--- config.mk ---
export PLATFORM = sky130hd
export DESIGN_NAME = pingpong_smoothstep_joint_trajectory_top
export DESIGN_NICKNAME = d
export VERILOG_FILES = /design/src/hdl/psjt_pkg.sv /design/src/hdl/psjt_div.sv /design/src/hdl/pingpong_smoothstep_joint_trajectory_top.sv
export SDC_FILE = /design/constraint.sdc
export NUM_CORES = 2
export LEC_CHECK = 0
export BUFFER_PORTS_ARGS = -buffer_cell sky130_fd_sc_hd__buf_4
export CORE_ASPECT_RATIO = 0.6
export CORE_MARGIN = 2
export CORE_UTILIZATION = 45
export CTS_BUF_LIST = sky130_fd_sc_hd__clkbuf_4
export DETAILED_ROUTE_END_ITERATION = 12
export SYNTH_ARGS = -nofsm -noshare
export SYNTH_HDL_FRONTEND = slang
export SYNTH_SLANG_ARGS = --single-unit
--- constraint.sdc ---
create_clock -name clk -period 14.05 [get_ports clk]
set_input_delay 2.1075 -clock clk [delete_from_list [all_inputs] [get_ports clk]]
set_output_delay 2.1075 -clock clk [all_outputs]
set_load 0.005 [all_outputs]
--- src/hdl/psjt_pkg.sv ---
`default_nettype none
package psjt_pkg;

	// fixed field widths
	localparam int NUM_JOINTS  = 7;
	localparam int POS_W       = 26;
	localparam int FRAC_OUT_W  = 17;
	localparam int PHASE_W     = 17;
	localparam int HALF_W      = 16;

	// stream widths
	localparam int IN_TDATA_W  = 8;
	localparam int OUT_TDATA_W = 200;

	// configuration port
	localparam int CFG_ADDR_W = 3;
	localparam int CFG_DATA_W = 26;
	localparam logic [CFG_ADDR_W-1:0] CFG_HALF_PERIOD = 3'd0;
	localparam logic [CFG_ADDR_W-1:0] CFG_JOINT0      = 3'd1;
	localparam logic [HALF_W-1:0]     HALF_RESET      = 16'd500;

	// parameter defaults
	localparam int DEF_JOINT_COUNT   = 7;
	localparam int DEF_FRACTION_BITS = 16;

	// multiply sequence steps
	localparam int STEP_W = 4;
	localparam logic [STEP_W-1:0] STEP_A2     = 4'd0;
	localparam logic [STEP_W-1:0] STEP_A3     = 4'd1;
	localparam logic [STEP_W-1:0] STEP_T2     = 4'd2;
	localparam logic [STEP_W-1:0] STEP_S      = 4'd3;
	localparam logic [STEP_W-1:0] STEP_JOINT0 = 4'd4;

	typedef enum logic [3:0] {
		ST_IDLE = 4'b0001,
		ST_DIV  = 4'b0010,
		ST_MUL  = 4'b0100,
		ST_OUT  = 4'b1000
	} state_t;

endpackage
`default_nettype wire

--- src/hdl/psjt_div.sv ---
`default_nettype none
// restoring divider, one quotient bit per cycle
// quotient = floor((dividend << FRACTION_BITS) / divisor)
module psjt_div #(
	parameter int FRACTION_BITS = psjt_pkg::DEF_FRACTION_BITS
) (
	input  wire logic                         clk,
	input  wire logic                         arst_n,
	input  wire logic                         start,
	input  wire logic [psjt_pkg::PHASE_W-1:0] dividend,
	input  wire logic [psjt_pkg::HALF_W-1:0]  divisor,
	output logic                              done,
	output logic [psjt_pkg::PHASE_W+FRACTION_BITS-1:0] quotient
);

	localparam int QW = psjt_pkg::PHASE_W + FRACTION_BITS;
	localparam int VW = psjt_pkg::HALF_W;
	localparam int CW = $clog2(QW);

	logic [QW-1:0] num_q;
	logic [VW-1:0] rem_q;
	logic [VW-1:0] div_q;
	logic [CW-1:0] cnt_q;
	logic          busy_q;
	logic          done_q;
	logic [VW:0]   trial;
	logic          ge;

	assign trial = {rem_q, num_q[QW-1]};
	assign ge    = trial >= {1'b0, div_q};

	always_ff @(posedge clk or negedge arst_n) begin
		if (!arst_n) begin
			busy_q <= 1'b0;
			done_q <= 1'b0;
			cnt_q  <= '0;
		end else begin
			done_q <= 1'b0;
			if (start) begin
				busy_q <= 1'b1;
				cnt_q  <= '0;
			end else if (busy_q) begin
				cnt_q <= cnt_q + 1'b1;
				if (cnt_q == CW'(QW - 1)) begin
					busy_q <= 1'b0;
					done_q <= 1'b1;
				end
			end
		end
	end

	always_ff @(posedge clk) begin
		if (start) begin
			num_q <= {dividend, {FRACTION_BITS{1'b0}}};
			rem_q <= '0;
			div_q <= divisor;
		end else if (busy_q) begin
			num_q <= {num_q[QW-2:0], ge};
			rem_q <= ge ? VW'(trial - {1'b0, div_q}) : trial[VW-1:0];
		end
	end

	assign done     = done_q;
	assign quotient = num_q;

endmodule
`default_nettype wire

--- src/hdl/pingpong_smoothstep_joint_trajectory_top.sv ---
`default_nettype none
// a run-high beat passes through the bit-serial divider, then the single shared multiplier,
//   each multiply having an issue phase and a write-back phase, before its result beat
// s_axis_tready stays low from an accepted run-high beat until its result is loaded into the
//   output register, which waits while the previous result still sits there; a run-low beat
//   only advances the phase counter and leaves s_axis_tready high
// reset: arst_n is asynchronous, active low; clears the phase counter, restores half period
//   500 and zero targets, drops both tvalid/busy flags
module pingpong_smoothstep_joint_trajectory_top #(
	parameter int JOINT_COUNT   = psjt_pkg::DEF_JOINT_COUNT,
	parameter int FRACTION_BITS = psjt_pkg::DEF_FRACTION_BITS
) (
	input  wire logic                              clk,
	input  wire logic                              arst_n,
	// configuration write port
	input  wire logic                              cfg_we,
	input  wire logic [psjt_pkg::CFG_ADDR_W-1:0]   cfg_addr,
	input  wire logic [psjt_pkg::CFG_DATA_W-1:0]   cfg_wdata,
	// tick stream
	input  wire logic                              s_axis_tvalid,
	output logic                                   s_axis_tready,
	input  wire logic [psjt_pkg::IN_TDATA_W-1:0]   s_axis_tdata,  // [0] run, rest zero
	// command stream
	output logic                                   m_axis_tvalid,
	input  wire logic                              m_axis_tready,
	// [25:0] joint0_position, [51:26] joint1_position, [77:52] joint2_position,
	// [103:78] joint3_position, [129:104] joint4_position, [155:130] joint5_position,
	// [181:156] joint6_position, [198:182] smooth_fraction, [199] zero
	output logic [psjt_pkg::OUT_TDATA_W-1:0]       m_axis_tdata
);

	localparam int F   = FRACTION_BITS;
	localparam int QW  = psjt_pkg::PHASE_W + F;
	localparam int PW  = psjt_pkg::POS_W;
	// multiplier operand width: covers targets and intermediates up to -15.0 in Q.F
	localparam int MW  = (F + 6 > PW) ? F + 6 : PW;
	localparam int SH_R = (F >= 16) ? F - 16 : 0;
	localparam int SH_L = (F < 16) ? 16 - F : 0;
	localparam logic [F:0]              ONE   = (F+1)'(1) << F;
	localparam logic signed [MW-1:0]    C15   = MW'(15) << F;
	localparam logic signed [MW-1:0]    C10   = MW'(10) << F;
	localparam logic [psjt_pkg::STEP_W-1:0] LAST =
		psjt_pkg::STEP_W'(int'(psjt_pkg::STEP_JOINT0) + JOINT_COUNT - 1);

	// configuration registers
	logic [psjt_pkg::HALF_W-1:0]   half_q;
	logic signed [PW-1:0]          tgt_q [psjt_pkg::NUM_JOINTS];

	always_ff @(posedge clk or negedge arst_n) begin
		if (!arst_n) begin
			half_q <= psjt_pkg::HALF_RESET;
			for (int i = 0; i < psjt_pkg::NUM_JOINTS; i++) begin
				tgt_q[i] <= '0;
			end
		end else if (cfg_we) begin
			if (cfg_addr == psjt_pkg::CFG_HALF_PERIOD) begin
				half_q <= cfg_wdata[psjt_pkg::HALF_W-1:0];
			end
			for (int i = 0; i < psjt_pkg::NUM_JOINTS; i++) begin
				if (cfg_addr == psjt_pkg::CFG_ADDR_W'(int'(psjt_pkg::CFG_JOINT0) + i)) begin
					tgt_q[i] <= cfg_wdata;
				end
			end
		end
	end

	// phase counter, read then advanced on every accepted tick
	psjt_pkg::state_t              state_q;
	logic [psjt_pkg::PHASE_W-1:0]  phase_q;
	logic [psjt_pkg::HALF_W-1:0]   h_eff;
	logic                          rise;
	logic [psjt_pkg::PHASE_W-1:0]  div_num;
	logic [psjt_pkg::PHASE_W:0]    phase_inc;
	logic                          in_beat;
	logic                          div_start;
	logic                          div_done;
	logic [QW-1:0]                 div_quot;

	assign h_eff     = (half_q == '0) ? psjt_pkg::HALF_W'(1) : half_q;
	assign rise      = phase_q < {1'b0, h_eff};
	assign div_num   = rise ? phase_q : phase_q - {1'b0, h_eff};
	assign phase_inc = {1'b0, phase_q} + 1'b1;
	assign s_axis_tready = (state_q == psjt_pkg::ST_IDLE);
	assign in_beat   = s_axis_tvalid && s_axis_tready;
	assign div_start = in_beat && s_axis_tdata[0];

	always_ff @(posedge clk or negedge arst_n) begin
		if (!arst_n) begin
			phase_q <= '0;
		end else if (in_beat) begin
			// wrap at twice the half period
			if (phase_inc >= {1'b0, h_eff, 1'b0}) begin
				phase_q <= '0;
			end else begin
				phase_q <= phase_inc[psjt_pkg::PHASE_W-1:0];
			end
		end
	end

	psjt_div #(
		.FRACTION_BITS(FRACTION_BITS)
	) u_div (
		.clk      (clk),
		.arst_n   (arst_n),
		.start    (div_start),
		.dividend (div_num),
		.divisor  (h_eff),
		.done     (div_done),
		.quotient (div_quot)
	);

	// datapath registers
	logic                          rise_q;
	logic [F:0]                    a_q;
	logic signed [MW-1:0]          r_q;   // a^2, then a^3
	logic signed [MW-1:0]          t_q;   // 10 + a*(-15 + 6a)
	logic [F:0]                    s_q;
	logic signed [PW-1:0]          pos_q [psjt_pkg::NUM_JOINTS];
	logic [psjt_pkg::STEP_W-1:0]   step_q;
	logic                          ph_q;  // 0 issue multiply, 1 write back
	logic signed [2*MW-1:0]        prod_s1;
	logic                          out_valid_q;
	logic [psjt_pkg::OUT_TDATA_W-1:0] out_data_q;
	logic                          out_load;

	// output register free or being drained this cycle
	assign out_load = (state_q == psjt_pkg::ST_OUT) && (!out_valid_q || m_axis_tready);

	// shared multiplier operand select
	logic signed [MW-1:0]          a_ext;
	logic signed [MW-1:0]          s_ext;
	logic signed [MW-1:0]          t1;
	logic signed [MW-1:0]          op_a;
	logic signed [MW-1:0]          op_b;
	logic signed [MW-1:0]          sh;
	logic [2:0]                    jidx;

	assign a_ext = MW'(a_q);
	assign s_ext = MW'(s_q);
	assign t1    = (a_ext <<< 2) + (a_ext <<< 1) - C15;
	assign jidx  = 3'(step_q - psjt_pkg::STEP_JOINT0);
	// floor rescale of the product
	assign sh    = prod_s1[F +: MW];

	always_comb begin
		case (step_q)
			psjt_pkg::STEP_A2: begin
				op_a = a_ext;
				op_b = a_ext;
			end
			psjt_pkg::STEP_A3: begin
				op_a = r_q;
				op_b = a_ext;
			end
			psjt_pkg::STEP_T2: begin
				op_a = a_ext;
				op_b = t1;
			end
			psjt_pkg::STEP_S: begin
				op_a = r_q;
				op_b = t_q;
			end
			default: begin
				op_a = MW'(tgt_q[jidx]);
				op_b = s_ext;
			end
		endcase
	end

	// smoothed fraction rescaled to Q1.16
	logic [F+16:0]                 s_wide;
	logic [psjt_pkg::FRAC_OUT_W-1:0] frac;

	assign s_wide = (F+17)'(s_q) << SH_L;
	assign frac   = psjt_pkg::FRAC_OUT_W'(s_wide >> SH_R);

	// sequencer
	always_ff @(posedge clk or negedge arst_n) begin
		if (!arst_n) begin
			state_q     <= psjt_pkg::ST_IDLE;
			step_q      <= '0;
			ph_q        <= 1'b0;
			out_valid_q <= 1'b0;
		end else begin
			if (out_load) begin
				out_valid_q <= 1'b1;
			end else if (out_valid_q && m_axis_tready) begin
				out_valid_q <= 1'b0;
			end
			case (state_q)
				psjt_pkg::ST_IDLE: begin
					if (div_start) begin
						state_q <= psjt_pkg::ST_DIV;
					end
				end
				psjt_pkg::ST_DIV: begin
					if (div_done) begin
						state_q <= psjt_pkg::ST_MUL;
						step_q  <= psjt_pkg::STEP_A2;
						ph_q    <= 1'b0;
					end
				end
				psjt_pkg::ST_MUL: begin
					ph_q <= ~ph_q;
					if (ph_q) begin
						if (step_q == LAST) begin
							state_q <= psjt_pkg::ST_OUT;
						end else begin
							step_q <= step_q + 1'b1;
						end
					end
				end
				psjt_pkg::ST_OUT: begin
					if (out_load) begin
						state_q <= psjt_pkg::ST_IDLE;
					end
				end
				default: begin
					state_q <= psjt_pkg::ST_IDLE;
				end
			endcase
		end
	end

	always_ff @(posedge clk) begin
		if (div_start) begin
			rise_q <= rise;
		end
		if (state_q == psjt_pkg::ST_DIV && div_done) begin
			// triangle fraction, falling half clamped at zero
			if (rise_q) begin
				a_q <= div_quot[F:0];
			end else if (div_quot > QW'(ONE)) begin
				a_q <= '0;
			end else begin
				a_q <= ONE - div_quot[F:0];
			end
		end
		if (state_q == psjt_pkg::ST_MUL) begin
			if (!ph_q) begin
				prod_s1 <= op_a * op_b;
			end else begin
				case (step_q)
					psjt_pkg::STEP_A2: r_q <= sh;
					psjt_pkg::STEP_A3: r_q <= sh;
					psjt_pkg::STEP_T2: t_q <= C10 + sh;
					psjt_pkg::STEP_S: begin
						if (sh < 0) begin
							s_q <= '0;
						end else if (sh > MW'(ONE)) begin
							s_q <= ONE;
						end else begin
							s_q <= sh[F:0];
						end
					end
					default: pos_q[jidx] <= sh[PW-1:0];
				endcase
			end
		end
		if (out_load) begin
			for (int i = 0; i < psjt_pkg::NUM_JOINTS; i++) begin
				out_data_q[i*PW +: PW] <= (i < JOINT_COUNT) ? pos_q[i] : '0;
			end
			out_data_q[psjt_pkg::NUM_JOINTS*PW +: psjt_pkg::FRAC_OUT_W] <= frac;
			out_data_q[psjt_pkg::OUT_TDATA_W-1] <= 1'b0;
		end
	end

	assign m_axis_tvalid = out_valid_q;
	assign m_axis_tdata  = out_data_q;

`ifndef ASSERT_OFF
	// divider only finishes while the sequencer waits for it
	a_div_done_in_div: assert property (@(posedge clk) disable iff (!arst_n)
		div_done |-> state_q == psjt_pkg::ST_DIV)
		else $error("divider done outside divide state");

	// a new result only comes out of the output state
	a_valid_from_out: assert property (@(posedge clk) disable iff (!arst_n)
		$rose(m_axis_tvalid) |-> $past(state_q == psjt_pkg::ST_OUT))
		else $error("result valid without output state");

	// multiply sequence never runs past the last joint
	a_step_bound: assert property (@(posedge clk) disable iff (!arst_n)
		state_q == psjt_pkg::ST_MUL |-> step_q <= LAST)
		else $error("multiply step out of range");

	// smoothed fraction stays within one
	a_frac_bound: assert property (@(posedge clk) disable iff (!arst_n)
		m_axis_tvalid |-> m_axis_tdata[psjt_pkg::NUM_JOINTS*PW +: psjt_pkg::FRAC_OUT_W]
			<= psjt_pkg::FRAC_OUT_W'(65536))
		else $error("smooth fraction above one");
`endif

endmodule
`default_nettype wire
# Word level (Yosys, flattened, before mapping)
# Memory sizes are Yosys's and may differ from the RTL's. A register that Yosys moved wholly into a read port is not among the register bits.
# Cells that the tools add are included.
[totals]
register_bits = 626
mem_bits_rw = 182
input_bits = 42
out_inout_bits = 202
wordCells = 144
mem_count = 1
[op_classes]
add_sub_neg = 10
n_mul = 1
magnitude_cmp = 7
eq_ne = 22
mux = 40
bitwise_logic = 2
n_reduce_logical = 33
[mem_list]
columns = ["name", "depth", "word_bits", "rd", "rd_clocked_by_memory_dff", "write_ports", "line", "rtl"]
rows = [
  ["pos_q", 7, 26, 7, 7, 1, "pingpong_smoothstep_joint_trajectory_top.sv:118", "logic signed [PW-1:0] pos_q [psjt_pkg::NUM_JOINTS];"],
]
[ops]
columns = ["cell", "n"]
rows = [
  ["2-to-1 mux 17 bit", 5],
  ["binary-select mux 26 bit (select 3 bit)", 1],
  ["case mux 26 bit (3 select lines)", 1],
  ["2-to-1 mux 33 bit", 2],
  ["2-to-1 mux 26 bit", 2],
  ["case mux 26 bit (2 select lines)", 1],
  ["multiplier 26 x 26 -> 42 bit", 1],
  ["> comparator 33 x 17 -> 1 bit (second input constant)", 1],
  ["2-to-1 mux 16 bit", 2],
  ["2-to-1 mux 4 bit", 8],
  ["adder 21 x 26 -> 26 bit (first input constant)", 1],
  ["> comparator 26 x 17 -> 1 bit (second input constant)", 1],
  ["< comparator 26 x 1 -> 1 bit (second input constant)", 1],
  ["subtractor 20 x 20 -> 21 bit (second input constant)", 1],
  ["adder 19 x 18 -> 20 bit", 1],
  ["AND reduction 2 bit", 10],
  ["adder 17 x 1 -> 18 bit (second input constant)", 1],
  [">= comparator 18 x 17 -> 1 bit", 1],
  [">= comparator 17 x 16 -> 1 bit", 1],
  ["< comparator 17 x 16 -> 1 bit", 1],
  ["subtractor 17 x 16 -> 17 bit", 1],
  ["subtractor 17 bit (first input constant)", 1],
  ["logical NOT 16 bit", 1],
  ["case mux 4 bit (4 select lines)", 1],
  ["other kinds (32)", 68],
]

# Longest topological paths before layout
[depth]
ltp_word = 7
ltp_mapped = 40
ltp_nobuf = 38

# Modules after synthesis
# A second synthesis with hierarchy kept.
[unflattened]
hier_cells = 4603
area_unflattened_um2 = 53466.3
[modules_own_cells]
columns = ["mod", "n_inst", "cells_per_inst", "area_per_inst_um2", "seq_area_each_um2"]
rows = [
  ["pingpong_smoothstep_joint_trajectory_top", 1, 4200, 49434.9, 20473.4],
  ["psjt_div", 1, 403, 4031.4, 1831.8],
]

# Worst setup path after synthesis
# Ideal clock, no wire load.
[synth_path]
kind = "input -> register"
from = "input m_axis_tready"
to = "register out_data_q, in the netlist m_axis_tdata[0] (read register of pos_q) (enable)"
setup_time_ps = 761
arrival_ps = 10409
required_time_ps = 13289
slack_ps = 2880
stages = 2
n_path_buf = 0
path_cell_list = "nor2b_1 nor2_1"
[synth_between]
elab_chain_cells = 2
[synth_lines]
columns = ["element", "line", "rtl"]
rows = [
  ["from (decl)", "pingpong_smoothstep_joint_trajectory_top.sv:25", "input wire logic m_axis_tready,"],
  ["logical OR 1 bit", "pingpong_smoothstep_joint_trajectory_top.sv:127", "assign out_load = (state_q == psjt_pkg::ST_OUT) && (!out_valid_q || m_axis_tready);"],
  ["logical AND 1 bit", "pingpong_smoothstep_joint_trajectory_top.sv:127", ""],
  ["net out_load", "pingpong_smoothstep_joint_trajectory_top.sv:124", "logic out_load;"],
  ["to (decl)", "pingpong_smoothstep_joint_trajectory_top.sv:123", "logic [psjt_pkg::OUT_TDATA_W-1:0] out_data_q;"],
]
# The timed path passes the listed nets, and every way through them passes these cells.
# A chain may end at the register's enable or synchronous reset.

# Final worst setup path
[layout_path]
from = "register step_q[0] (netlist bit)"
to = "register prod_s1[41] (data pin)"
[layout_between]
elab_chain_cells = 7
[layout_lines]
columns = ["element", "line", "rtl"]
rows = [
  ["from (decl)", "pingpong_smoothstep_joint_trajectory_top.sv:119", "logic [psjt_pkg::STEP_W-1:0] step_q;"],
  ["from (signal assigned)", "pingpong_smoothstep_joint_trajectory_top.sv:199", "step_q <= psjt_pkg::STEP_A2;"],
  ["from (signal assigned)", "pingpong_smoothstep_joint_trajectory_top.sv:209", "step_q <= step_q + 1'b1;"],
  ["subtractor 3 bit", "pingpong_smoothstep_joint_trajectory_top.sv:141", "assign jidx = 3'(step_q - psjt_pkg::STEP_JOINT0);"],
  ["inverter 3 -> 4 bit (implied by the code)", "pingpong_smoothstep_joint_trajectory_top.sv:164", "op_a = MW'(tgt_q[jidx]);"],
  ["binary-select mux 26 bit (select 3 bit)", "pingpong_smoothstep_joint_trajectory_top.sv:164", ""],
  ["2-to-1 mux 26 bit (implied by the code) (2 in a row)", "pingpong_smoothstep_joint_trajectory_top.sv:164", ""],
  ["case mux 26 bit (2 select lines)", "pingpong_smoothstep_joint_trajectory_top.sv:146", "case (step_q)"],
  ["multiplier 26 x 26 -> 42 bit (*)", "pingpong_smoothstep_joint_trajectory_top.sv:241", "prod_s1 <= op_a * op_b;"],
  ["to (signal assigned)", "pingpong_smoothstep_joint_trajectory_top.sv:241", ""],
  ["to (decl)", "pingpong_smoothstep_joint_trajectory_top.sv:121", "logic signed [2*MW-1:0] prod_s1;"],
]
# Every way passes the cells marked *; elsewhere a longest branch is shown, timed or not. The select of a mux whose other input is x is not followed.

==> metrics.txt <==
status=finished, final reports clean; Main synth FF type=edfxtp_1; commonest non-fill, non-tap cell in the layout=inv_1; Cells after DPL=6232; Post-Syn Area=52800 um2; Final nets=5740; Root Driver=clkbuf_4; Worst path max stage delay=910 ps; global-route usage over all layers=25.8%; Register Area=22300 um2; WP data required=14930 ps; Fmax=84.9 MHz; initial antenna violation count=6; Final ANT Viol Nets=0; Design Area, Final=59100 um2; dpl hpwl=117000 um; Tcrit/Tclk final=83.8%; Yosys top cell area share=30.0%; routability congestion estimate=0.984; Final min period=11770 ps; DR vias=35.8k; ys async rst share=29.4%; cell mode on critical path=fa_1; Cell Count, Final, Fillers Out=6570; Iteration-0 DRC Markers=3947; RSZ-0062 raised after global routing=false; CTS hold repair buffers=0; filler instances=10.5k; Die ar.=120000 um2; placed inst area=56700 um2; Post-synth EDFFs=527; router iterations before antenna repair=6; Slew @ Worst Pin=1330 ps; clock buffer depth=3; Setup Buffers After CTS=0; leakage=0.0257 uW; post-layout util=50.7%; Clock transition at path regs=70 ps; most frequent cells in the layout=735 x inv_1, 592 x fa_1, 527 x edfxtp_1, 488 x nand2_1, 374 x nor2_1; Worst Setup Path Type=register to register; final setup TNS=0 ps; vias per cell=5.45; die height=269 um; Slew Limit Fails=0; Max rail drop VDD=0.0665 mV; maxcap violations=0; syn avg cell area=11.6 um2; vias in the first global route=35.3k; row count=97; die span in x=446 um; Synth area leaders=edfxtp_1 30%, fa_1 22%, dfrtp_1 11%, inv_1 5.2%, ha_1 5.2%; # clock sinks=792; Overflow after GRT=0; Net Count, Synth=5406; Boundary Pins=244; Avg WL per Cell=23.3 um; Initial Util=45.3%; CP max stage cell=a21oi_1; register area share after synthesis=42.2%; total core area=117000 um2; Final Setup Violations=0; Hold Crit Class=register to register; Yosys Warn Count=0; Clk Latency, worst-skew pair=1180 ps; port buffer count=235; global-route wire length before repair=230000 um; DR DRC count=0; Setup crit end kind=register; H-tree Lvls=4; CP Max Fanout=36; post-synth top area cell=edfxtp_1; Num CTS Buffers=186; Worst EP arrival=12650 ps; Power Dens Cells=94.6 nW/um2; largest net degree at the start of global routing=183; clk_skew=140 ps; TritonCTS clock tree=done; Synth cell types=84; #FFs+latches synth=792; layout cells sized above 1=18.0%; post_cts resized=0; cell count after synthesis=4552; footprint of the multi-input gates=27300 um2; routed wire length=153000 um; P&R area growth vs syn=11.9%; CP Launch Type=register; Rel. slew slack=11.2%; Hold Fails Final Rpt=0
power breakdown:
| group | total (uW) | switching [uW] | internal (uW) | leakage [uW] |
|---|---|---|---|---|
| Clock | 1890 | 961 | 934 | 0.00143 |
| Sequential | 2860 | 162 | 2700 | 0.00776 |
| Combinational | 836 | 435 | 401 | 0.0165 |
cell usage after synthesis (22+ instances only):
library cell,number
o21ai_0,137
nand2_1,488
a221o_1,23
mux2_2,206
nor2b_1,29
inv_1,735
fa_1,592
nor3_1,32
xor2_1,28
a22o_1,22
dfxtp_1,32
ha_1,220
clkbuf_1,152
dfrtp_1,226
a31oi_1,25
a21o_1,33
edfxtp_1,527
nand3_1,63
mux2i_1,34
nor2_1,381
nand2b_1,50
a21oi_1,81
and2_1,45
xnor2_1,81
registers in the layout, summed over array words and instances (netlist names), 6 cells and up:
register	cells
a_q	17
frac	17
half_q	16
m_axis_tdata	199
phase_q	17
pos_q	182
prod_s1	26
r_q	26
t_q	26
tgt_q	182
u_div.cnt_q	6
u_div.div_q	16
u_div.quotient	33
u_div.rem_q	16
per-stage QoR:
step | setup WS, ps | hold slack [ps] | power [uW]
floorplan | 2880 | 400 | 3490
global placement | 2560 | 400 | 3700
detailed placement | 2560 | 405 | 3730
CTS | 2530 | 391 | 5630
global route | 1800 | 404 | 5900
finish | 2280 | 407 | 5590
cell families after synthesis:
group / count (synthesis) / synth area share, %
DFF: 792 / 42.2
AOI/OAI and AO/OA: 483 / 6.14
xor gates and xnor gates: 109 / 1.81
adders and majority gates: 812 / 27.7
other: 1 / 0.00710
buffers and inverters: 913 / 6.54
and+or+nand+nor: 1181 / 9.71
muxes: 261 / 5.91
layer usage:
metal | global-route usage [%] | share of wire [%] | up-vias
met5 | 0 | 0.0072 | -
met4 | 4.90 | 1.4 | 2
met3 | 9.19 | 13 | 170
met2 | 32.2 | 37 | 1810
met1 | 42.1 | 49 | 18100
li1 | - | - | 15700
worst max-delay path, delay by kind of cell, from the launching register on:
family,cells,cell delay [ps]
adder cells (fa/ha/maj),9,4630
flip-flops,1,750
buffers and inverters,7,1250
AND/OR/NAND/NOR,6,1660
AO/OA/AOI/OAI,7,2680
XOR/XNOR,3,560
area by class of cell:
type / instances / area share (%)
Clock buffer: 271 / 3.44
Clock inverter: 58 / 0.622
Tap cell: 1534 / 3.25
Sequential cell: 792 / 37.7
Timing Repair Buffer: 323 / 4.14
Inverter: 736 / 4.67
Multi-Input combinational cell: 2847 / 46.1
Antenna cell: 9 / 0.0381
final timing paths:
check	cells after the start	start	slack, ps	to
worst max-delay path	32	step_q[0]	2280	prod_s1[41]
worst min-delay path	0	pos_q[5][21]	410	m_axis_tdata[151]
worst max register to register	32	step_q[0]	2280	prod_s1[41]
worst min register to register	0	pos_q[5][21]	410	m_axis_tdata[151]
max in group asynchronous	2	arst_n	11350	step_q[0]
min in group asynchronous	1	arst_n	1060	tgt_q[122]
No activity file was read; power rests on OpenSTA's default activity.
